==> config.mk <==
export PLATFORM = sky130hd
export DESIGN_NAME = dual_incremental_pi_pwm_flat
export DESIGN_NICKNAME = d
export VERILOG_FILES = /design/src/rtl/core/dipp_pkg.sv /design/src/rtl/core/dipp_if.sv /design/src/rtl/core/dual_incremental_pi_pwm.sv /design/src/flat_wrapper.sv
export SDC_FILE = /design/constraint.sdc
export NUM_CORES = 2
export LEC_CHECK = 0
export BUFFER_PORTS_ARGS = -buffer_cell sky130_fd_sc_hd__buf_2
export CORE_MARGIN = 4
export CORE_UTILIZATION = 57
export DETAILED_ROUTE_END_ITERATION = 8
export MAX_ROUTING_LAYER = met4
export PLACE_DENSITY = 0.74
export SYNTH_ARGS = -nofsm -noshare
export SYNTH_HDL_FRONTEND = slang
export SYNTH_SLANG_ARGS = --single-unit
export TNS_END_PERCENT = 30
==> constraint.sdc <==
create_clock -name clk -period 15.9 [get_ports clk]
set_input_delay 0.795 -clock clk [delete_from_list [all_inputs] [get_ports clk]]
set_output_delay 0.795 -clock clk [all_outputs]
set_load 0.05 [all_outputs]
==> src/rtl/core/dipp_pkg.sv <==
`default_nettype none

package dipp_pkg;

  localparam int unsigned DUTY_MIN   = 50;
  localparam int unsigned DUTY_MAX   = 950;
  localparam int unsigned DUTY_START = 640;
  localparam int unsigned DUTY_FULL  = 1000;
  localparam int unsigned DUTY_W     = 10;
  localparam int unsigned GAIN_FRAC  = 8;
  localparam int unsigned GAIN_W     = 16;

  localparam int unsigned APB_DATA_W = 32;
  localparam int unsigned APB_ADDR_W = 5;

  typedef enum logic [2:0] {
    REG_ENABLE         = 3'd0,
    REG_CURRENT_TARGET = 3'd1,
    REG_VOLTAGE_TARGET = 3'd2,
    REG_CURRENT_KP     = 3'd3,
    REG_CURRENT_KI     = 3'd4,
    REG_VOLTAGE_KP     = 3'd5,
    REG_VOLTAGE_KI     = 3'd6
  } reg_idx_t;

  localparam logic [GAIN_W-1:0] CURRENT_KP_RST = 16'd5120;
  localparam logic [GAIN_W-1:0] CURRENT_KI_RST = 16'd77;
  localparam logic [GAIN_W-1:0] VOLTAGE_KP_RST = 16'd5120;
  localparam logic [GAIN_W-1:0] VOLTAGE_KI_RST = 16'd128;

  localparam logic MODE_CURRENT = 1'b0;
  localparam logic MODE_VOLTAGE = 1'b1;

endpackage

`default_nettype wire

==> src/rtl/core/dipp_if.sv <==
`default_nettype none

interface dipp_in_if #(
  parameter int SAMPLE_BITS = 16
) ();
  logic                          valid;
  logic                          ready;
  logic                          mode;
  logic signed [SAMPLE_BITS-1:0] measured;

  modport source (output valid, output mode, output measured, input ready);
  modport sink (input valid, input mode, input measured, output ready);
endinterface

interface dipp_out_if ();
  logic       valid;
  logic       ready;
  logic [9:0] duty;
  logic       loop_used;

  modport source (output valid, output duty, output loop_used, input ready);
  modport sink (input valid, input duty, input loop_used, output ready);
endinterface

`default_nettype wire

==> src/rtl/core/dual_incremental_pi_pwm.sv <==
// Pipeline: an accepted input transaction passes the input, product and result registers in turn.
// Throughput: one transaction per cycle while the output is not stalled; each accumulator is updated
// in the result stage from the product register and its own value.
// Reset: rst_n is synchronous and active low. It clears the pipeline valid bits and the
// previous errors, loads both duty accumulators with a duty of 640 and restores register defaults.
`default_nettype none

module dual_incremental_pi_pwm
  import dipp_pkg::*;
#(
  parameter int SAMPLE_BITS = 16,
  parameter int FRAC_BITS   = 8
) (
  input  wire                    clk,
  input  wire                    rst_n,
  dipp_in_if.sink                in_chan,
  dipp_out_if.source             out_chan,
  input  wire                    psel,
  input  wire                    penable,
  input  wire                    pwrite,
  input  wire [APB_ADDR_W-1:0]   paddr,
  input  wire [APB_DATA_W-1:0]   pwdata,
  output logic [APB_DATA_W-1:0]  prdata,
  output logic                   pready
);

  localparam int ERR_W   = SAMPLE_BITS + 1;
  localparam int DELTA_W = SAMPLE_BITS + 2;
  localparam int PROD_W  = SAMPLE_BITS + 19;
  localparam int SUM_W   = SAMPLE_BITS + 20;
  localparam int SH_L    = (FRAC_BITS >= GAIN_FRAC) ? FRAC_BITS - GAIN_FRAC : 0;
  localparam int SH_R    = (FRAC_BITS < GAIN_FRAC) ? GAIN_FRAC - FRAC_BITS : 0;
  localparam int ALIGN_W = SUM_W + SH_L;
  localparam int ACC_W   = DUTY_W + FRAC_BITS;
  localparam int WIDE_W  = ALIGN_W + 1;

  localparam logic [ACC_W-1:0] ACC_START = ACC_W'(DUTY_START) << FRAC_BITS;
  localparam logic signed [WIDE_W-1:0] ACC_LO = WIDE_W'(DUTY_MIN) << FRAC_BITS;
  localparam logic signed [WIDE_W-1:0] ACC_HI = WIDE_W'(DUTY_MAX) << FRAC_BITS;

  // Configuration registers.
  logic                          enable_r;
  logic signed [SAMPLE_BITS-1:0] cur_tgt_r;
  logic signed [SAMPLE_BITS-1:0] vol_tgt_r;
  logic [GAIN_W-1:0]             cur_kp_r;
  logic [GAIN_W-1:0]             cur_ki_r;
  logic [GAIN_W-1:0]             vol_kp_r;
  logic [GAIN_W-1:0]             vol_ki_r;

  logic     cfg_wr;
  reg_idx_t cfg_idx;

  assign pready  = 1'b1;
  assign cfg_wr  = psel && penable && pwrite;
  assign cfg_idx = reg_idx_t'(paddr[APB_ADDR_W-1:2]);

  always_ff @(posedge clk) begin
    if (!rst_n) begin
      enable_r  <= 1'b0;
      cur_tgt_r <= '0;
      vol_tgt_r <= '0;
      cur_kp_r  <= CURRENT_KP_RST;
      cur_ki_r  <= CURRENT_KI_RST;
      vol_kp_r  <= VOLTAGE_KP_RST;
      vol_ki_r  <= VOLTAGE_KI_RST;
    end else if (cfg_wr) begin
      unique case (cfg_idx)
        REG_ENABLE:         enable_r  <= pwdata[0];
        REG_CURRENT_TARGET: cur_tgt_r <= pwdata[SAMPLE_BITS-1:0];
        REG_VOLTAGE_TARGET: vol_tgt_r <= pwdata[SAMPLE_BITS-1:0];
        REG_CURRENT_KP:     cur_kp_r  <= pwdata[GAIN_W-1:0];
        REG_CURRENT_KI:     cur_ki_r  <= pwdata[GAIN_W-1:0];
        REG_VOLTAGE_KP:     vol_kp_r  <= pwdata[GAIN_W-1:0];
        REG_VOLTAGE_KI:     vol_ki_r  <= pwdata[GAIN_W-1:0];
        default: ;
      endcase
    end
  end

  always_comb begin
    unique case (cfg_idx)
      REG_ENABLE:         prdata = APB_DATA_W'(enable_r);
      REG_CURRENT_TARGET: prdata = APB_DATA_W'(unsigned'(cur_tgt_r));
      REG_VOLTAGE_TARGET: prdata = APB_DATA_W'(unsigned'(vol_tgt_r));
      REG_CURRENT_KP:     prdata = APB_DATA_W'(cur_kp_r);
      REG_CURRENT_KI:     prdata = APB_DATA_W'(cur_ki_r);
      REG_VOLTAGE_KP:     prdata = APB_DATA_W'(vol_kp_r);
      REG_VOLTAGE_KI:     prdata = APB_DATA_W'(vol_ki_r);
      default:            prdata = '0;
    endcase
  end

  // Pipeline handshake.
  logic a_valid_r, b_valid_r, out_valid_r;
  logic a_load, b_load, c_load;

  assign c_load        = !out_valid_r || out_chan.ready;
  assign b_load        = !b_valid_r || c_load;
  assign a_load        = !a_valid_r || b_load;
  assign in_chan.ready = a_load;

  // Input stage. Samples that arrive while disabled are dropped here.
  logic                          a_mode_r;
  logic signed [SAMPLE_BITS-1:0] a_meas_r;

  always_ff @(posedge clk) begin
    if (!rst_n) begin
      a_valid_r <= 1'b0;
    end else if (a_load) begin
      a_valid_r <= in_chan.valid && enable_r;
    end
  end

  always_ff @(posedge clk) begin
    if (a_load) begin
      a_mode_r <= in_chan.mode;
      a_meas_r <= in_chan.measured;
    end
  end

  // Error and product stage.
  logic signed [ERR_W-1:0]       cur_prev_r, vol_prev_r;
  logic signed [SAMPLE_BITS-1:0] sel_tgt;
  logic signed [ERR_W-1:0]       sel_prev;
  logic [GAIN_W-1:0]             sel_kp, sel_ki;
  logic signed [ERR_W-1:0]       err;
  logic signed [DELTA_W-1:0]     delta;
  logic signed [PROD_W-1:0]      delta_x, err_x, kp_x, ki_x;
  logic signed [PROD_W-1:0]      pk_nxt, pi_nxt;
  logic signed [PROD_W-1:0]      b_pk_r, b_pi_r;
  logic                          b_mode_r;
  logic                          b_step;

  always_comb begin
    if (a_mode_r == MODE_VOLTAGE) begin
      sel_tgt  = vol_tgt_r;
      sel_prev = vol_prev_r;
      sel_kp   = vol_kp_r;
      sel_ki   = vol_ki_r;
    end else begin
      sel_tgt  = cur_tgt_r;
      sel_prev = cur_prev_r;
      sel_kp   = cur_kp_r;
      sel_ki   = cur_ki_r;
    end
  end

  assign err     = ERR_W'(sel_tgt) - ERR_W'(a_meas_r);
  assign delta   = DELTA_W'(err) - DELTA_W'(sel_prev);
  assign delta_x = PROD_W'(delta);
  assign err_x   = PROD_W'(err);
  assign kp_x    = signed'(PROD_W'(sel_kp));
  assign ki_x    = signed'(PROD_W'(sel_ki));
  assign pk_nxt  = delta_x * kp_x;
  assign pi_nxt  = err_x * ki_x;
  assign b_step  = b_load && a_valid_r;

  always_ff @(posedge clk) begin
    if (!rst_n) begin
      b_valid_r  <= 1'b0;
      cur_prev_r <= '0;
      vol_prev_r <= '0;
    end else begin
      if (b_load) begin
        b_valid_r <= a_valid_r;
      end
      if (b_step && a_mode_r == MODE_CURRENT) begin
        cur_prev_r <= err;
      end
      if (b_step && a_mode_r == MODE_VOLTAGE) begin
        vol_prev_r <= err;
      end
    end
  end

  always_ff @(posedge clk) begin
    if (b_load) begin
      b_mode_r <= a_mode_r;
      b_pk_r   <= pk_nxt;
      b_pi_r   <= pi_nxt;
    end
  end

  // Accumulate, clamp and result stage.
  logic [ACC_W-1:0]           cur_acc_r, vol_acc_r;
  logic [ACC_W-1:0]           sel_acc;
  logic signed [SUM_W-1:0]    prod_sum;
  logic signed [ALIGN_W-1:0]  aligned;
  logic signed [WIDE_W-1:0]   acc_sum;
  logic signed [WIDE_W-1:0]   acc_clamped;
  logic [ACC_W-1:0]           acc_nxt;
  logic [DUTY_W-1:0]          duty_int;
  logic [DUTY_W-1:0]          duty_nxt;
  logic [DUTY_W-1:0]          out_duty_r;
  logic                       out_loop_r;
  logic                       c_step;

  assign sel_acc  = (b_mode_r == MODE_VOLTAGE) ? vol_acc_r : cur_acc_r;
  assign prod_sum = SUM_W'(b_pk_r) + SUM_W'(b_pi_r);
  assign aligned  = (ALIGN_W'(prod_sum) <<< SH_L) >>> SH_R;
  assign acc_sum  = WIDE_W'(aligned) + signed'(WIDE_W'(sel_acc));

  always_comb begin
    priority if (acc_sum > ACC_HI) begin
      acc_clamped = ACC_HI;
    end else if (acc_sum < ACC_LO) begin
      acc_clamped = ACC_LO;
    end else begin
      acc_clamped = acc_sum;
    end
  end

  assign acc_nxt  = acc_clamped[ACC_W-1:0];
  assign duty_int = acc_nxt[ACC_W-1:FRAC_BITS];
  assign duty_nxt = (b_mode_r == MODE_VOLTAGE) ? DUTY_W'(DUTY_FULL) - duty_int : duty_int;
  assign c_step   = c_load && b_valid_r;

  always_ff @(posedge clk) begin
    if (!rst_n) begin
      out_valid_r <= 1'b0;
      cur_acc_r   <= ACC_START;
      vol_acc_r   <= ACC_START;
    end else begin
      if (c_load) begin
        out_valid_r <= b_valid_r;
      end
      if (c_step && b_mode_r == MODE_CURRENT) begin
        cur_acc_r <= acc_nxt;
      end
      if (c_step && b_mode_r == MODE_VOLTAGE) begin
        vol_acc_r <= acc_nxt;
      end
    end
  end

  always_ff @(posedge clk) begin
    if (c_load) begin
      out_duty_r <= duty_nxt;
      out_loop_r <= b_mode_r;
    end
  end

  assign out_chan.valid     = out_valid_r;
  assign out_chan.duty      = out_duty_r;
  assign out_chan.loop_used = out_loop_r;

  // The accumulators never leave the clamp window.
  assert property (@(posedge clk) disable iff (!rst_n)
    (cur_acc_r >= ACC_LO[ACC_W-1:0]) && (cur_acc_r <= ACC_HI[ACC_W-1:0]))
    else $error("current accumulator outside its clamp window");

  assert property (@(posedge clk) disable iff (!rst_n)
    (vol_acc_r >= ACC_LO[ACC_W-1:0]) && (vol_acc_r <= ACC_HI[ACC_W-1:0]))
    else $error("voltage accumulator outside its clamp window");

  // A sample taken while disabled must not enter the pipeline.
  assert property (@(posedge clk) disable iff (!rst_n)
    (in_chan.valid && a_load && !enable_r) |=> !a_valid_r)
    else $error("disabled sample entered the pipeline");

  // The current accumulator holds unless a current-loop transaction updates it.
  assert property (@(posedge clk) disable iff (!rst_n)
    !(c_step && b_mode_r == MODE_CURRENT) |=> $stable(cur_acc_r))
    else $error("current accumulator changed without a current-loop transaction");

  // A delivered duty stays within the PWM window.
  assert property (@(posedge clk) disable iff (!rst_n)
    out_valid_r |-> (out_duty_r >= DUTY_W'(DUTY_MIN)) && (out_duty_r <= DUTY_W'(DUTY_MAX)))
    else $error("duty outside the PWM window");

endmodule

`default_nettype wire
==> src/flat_wrapper.sv <==
// flat-port wrapper written by rule: the top's interface ports become plain ports
module dual_incremental_pi_pwm_flat import dipp_pkg::*;
#(
  parameter int SAMPLE_BITS = 16,
  parameter int FRAC_BITS   = 8
)
  (clk, rst_n, psel, penable, pwrite, paddr, pwdata, prdata, pready, in_chan_valid, in_chan_mode, in_chan_measured, in_chan_ready, out_chan_valid, out_chan_duty, out_chan_loop_used, out_chan_ready);
  dipp_in_if #(.SAMPLE_BITS(SAMPLE_BITS)) in_chan_i ();
  dipp_out_if out_chan_i ();
  input  wire clk;
  input  wire rst_n;
  input  wire psel;
  input  wire penable;
  input  wire pwrite;
  input  wire [APB_ADDR_W-1:0] paddr;
  input  wire [APB_DATA_W-1:0] pwdata;
  output logic [APB_DATA_W-1:0] prdata;
  output logic pready;
  input wire logic [$bits(in_chan_i.valid)-1:0] in_chan_valid;
  input wire logic [$bits(in_chan_i.mode)-1:0] in_chan_mode;
  input wire logic [$bits(in_chan_i.measured)-1:0] in_chan_measured;
  output wire logic [$bits(in_chan_i.ready)-1:0] in_chan_ready;
  output wire logic [$bits(out_chan_i.valid)-1:0] out_chan_valid;
  output wire logic [$bits(out_chan_i.duty)-1:0] out_chan_duty;
  output wire logic [$bits(out_chan_i.loop_used)-1:0] out_chan_loop_used;
  input wire logic [$bits(out_chan_i.ready)-1:0] out_chan_ready;
  assign in_chan_i.valid = in_chan_valid;
  assign in_chan_i.mode = in_chan_mode;
  assign in_chan_i.measured = in_chan_measured;
  assign in_chan_ready = in_chan_i.ready;
  assign out_chan_valid = out_chan_i.valid;
  assign out_chan_duty = out_chan_i.duty;
  assign out_chan_loop_used = out_chan_i.loop_used;
  assign out_chan_i.ready = out_chan_ready;
  dual_incremental_pi_pwm #(.SAMPLE_BITS(SAMPLE_BITS), .FRAC_BITS(FRAC_BITS)) u_core (.clk(clk), .rst_n(rst_n), .in_chan(in_chan_i), .out_chan(out_chan_i), .psel(psel), .penable(penable), .pwrite(pwrite), .paddr(paddr), .pwdata(pwdata), .prdata(prdata), .pready(pready));
endmodule
==> impl_metrics.json <==
{
  "design.die.area_sq_um": 69000,
  "power_density_nw_per_um2": 124,
  "clkLatencyLatePin_ps": 590,
  "ys_ff_latch": 268,
  "synthesis.area_sq_um": 37000,
  "htreeDepth": 2,
  "maxCapViolations": 0,
  "yosysWarnings": 0,
  "synth_flop_cell": "dfxtp_1",
  "crit_path_start_kind": "register",
  "rsz0062_at_grt": "false",
  "grt_use_total": 0.290,
  "synth_edf_count": 98,
  "avgRoutedWirePerCell_um": 18.8,
  "gp_congestion": 0.955,
  "fmax_mhz": 79.3,
  "postLayoutCoreUtil": 0.610,
  "initial_core_util": 0.575,
  "yosys.area.top_type": "fa_1",
  "cp_slowest_cell": "buf_4",
  "cts_buffers": 34,
  "cp-end-kind": "register",
  "nets": 5103,
  "vias": 28816,
  "coreArea_sq_um": 64300,
  "post-dp-hpwl_um": 75300,
  "synth_cells": 4202,
  "path_class": "reg2reg",
  "final.period_utilization": 0.793,
  "root_buffer": "clkbuf_16",
  "arrival_ps": 12920,
  "async_reset_ff_frac": 0,
  "power_mw": 4.88,
  "slowest_delay_ps": 680,
  "final.min_clock_period_ps": 12620,
  "synthTopCellsByArea": "fa_1, dfxtp_1, ha_1",
  "postCtsHoldBufs": 0,
  "leakage_nw": 18.1,
  "cts_setup_buffers": 0,
  "setup_viol": 0,
  "vias_per_cell": 5.67,
  "cts_tree": "yes",
  "peakVddDrop_mv": 0.109,
  "wl_um": 95500,
  "hold_viol": 0,
  "slew_headroom": 0.230,
  "synthDominantCellAreaShare": 0.318,
  "synth.distinct_cells": 93,
  "drtAntennaViolNets": 0,
  "grt_max_degree": 99,
  "finalSetupTns_ps": 0,
  "antenna_found_initial": 6,
  "path_clk_slew_ps": 60,
  "avgSynthCellArea_sq_um": 8.80,
  "io_buffers": 71,
  "io_pins": 107,
  "final_cells": 5079,
  "die_x_um": 263,
  "cts_resized": 0,
  "rows": 93,
  "cts_buffer_depth": 3,
  "hold_slack_ps": 372,
  "outcome": "complete, no violations",
  "first_pass_iters": 6,
  "hold_class": "in2reg",
  "worst_path_most_repeated_cell": "fa_1",
  "clkSinkCount": 268,
  "die_h_um": 263,
  "grt_pass1_wl_um": 157000,
  "crit_required_ps": 16200,
  "crit_fanout": 54,
  "placed_cells": 5011,
  "grt_pass1_vias": 29333,
  "overflow": 0,
  "drive_gt1_frac": 0.0697,
  "drtIter0Drc": 2640,
  "remaining_drc_errors": 0,
  "ys_seq_area_frac": 0.172,
  "tightestPinTransition_ps": 1150,
  "slew_viol_final": 0,
  "skew_ps": 48.4,
  "syn_to_final_growth_pct": 6.15
}
## synthesized netlist by cell type, drive strengths merged, types with 47 or more instances
master  instances
inv           741
clkbuf        148
ha            263
xnor2          99
a21oi         259
nand3          65
fa            587
nor2          306
mux2           71
o21ai          71
dfxtp         170
nor2b          50
mux2i          57
nand2         676
edfxtp         98
nor3           47
## logic make-up after synthesis
| group | after synthesis | synth area share |
|---|---|---|
| DFF | 268 | 0.172 |
| adders and majority gates | 855 | 0.408 |
| muxes | 128 | 0.0370 |
| AOI/OAI and AO/OA | 574 | 0.0992 |
| other | 2 | 0.000203 |
| xor gates and xnor gates | 139 | 0.0329 |
| buffers and inverters | 925 | 0.0969 |
| and+or+nand+nor | 1311 | 0.154 |
## per-stage QoR
stage / area (sq um) / setup WS (ps)
2_1_floorplan: 37000 / 3740
3_3_place_gp: 38100 / 3590
3_5_place_dp: 38100 / 3500
4_1_cts: 39200 / 3380
5_1_grt: 39300 / 2430
6_report: 39300 / 3280
## registers in the layout, indices dropped and copies added (netlist names), 17 cells and up
register and cells:
u_core.cur_prev_r 17, u_core.vol_prev_r 17, u_core.b_pi_r 34, u_core.cur_acc_r 18, u_core.vol_acc_r 18, u_core.b_pk_r 35
## worst max-delay path, delay by kind of cell (launching register included)
family	cells	cell delay [ps]
AND/OR/NAND/NOR	7	1220
multiplexers	1	500
AO/OA/AOI/OAI	16	3740
flip-flops	1	390
XOR/XNOR	3	610
buffers and inverters	7	1560
adder cells (fa/ha/maj)	9	4250
## cell type report
class	count	area, sq um
clock inverter	18	231
fill	5522	25100
sequential	268	6350
timing repair buffer	121	731
tap	855	1070
multi-input combinational	3024	27200
clock buffer	43	917
inverter	743	2790
antenna	7	17.5
## power by group
part           internal (mW)  switching [mW]
sequential             0.861          0.0788
combinational           1.17            1.96
clock                  0.467           0.339
## layout by cell type, fill, tap and decap left out, drive strengths merged, types with 22 or more instances in the layout
master,netlist,layout
buf,34,121
nand3,65,65
and2,43,43
nor2,306,306
nand2b,32,32
nor2b,50,50
xnor2,99,99
xor2,40,40
a211oi,32,32
mux2,71,71
or3,23,23
clkbuf,148,43
nand2,676,676
o21ai,71,71
edfxtp,98,98
a21oi,259,259
nor3,47,47
dfxtp,170,170
a21o,43,43
mux2i,57,57
ha,263,263
inv,741,748
o21a,22,22
fa,587,587
## per-layer routing
layer	vias up	share of wire	GRT usage
li1	13301	-	-
met1	14114	0.41	0.386
met2	1182	0.45	0.449
met3	219	0.080	0.0443
met4	0	0.051	0.118
met5	-	0	-
## worst paths after layout
path,slack [ps],depth (start not counted),start,end
max,3280,43,u_core.a_mode_r,u_core.b_pk_r[34]
min,370,1,in_chan_measured[2],u_core.a_meas_r[2]
min reg2reg,450,2,u_core.vol_acc_r[0],u_core.vol_acc_r[0]
max reg2reg,3280,43,u_core.a_mode_r,u_core.b_pk_r[34]
(Power assumes the default switching activity.)
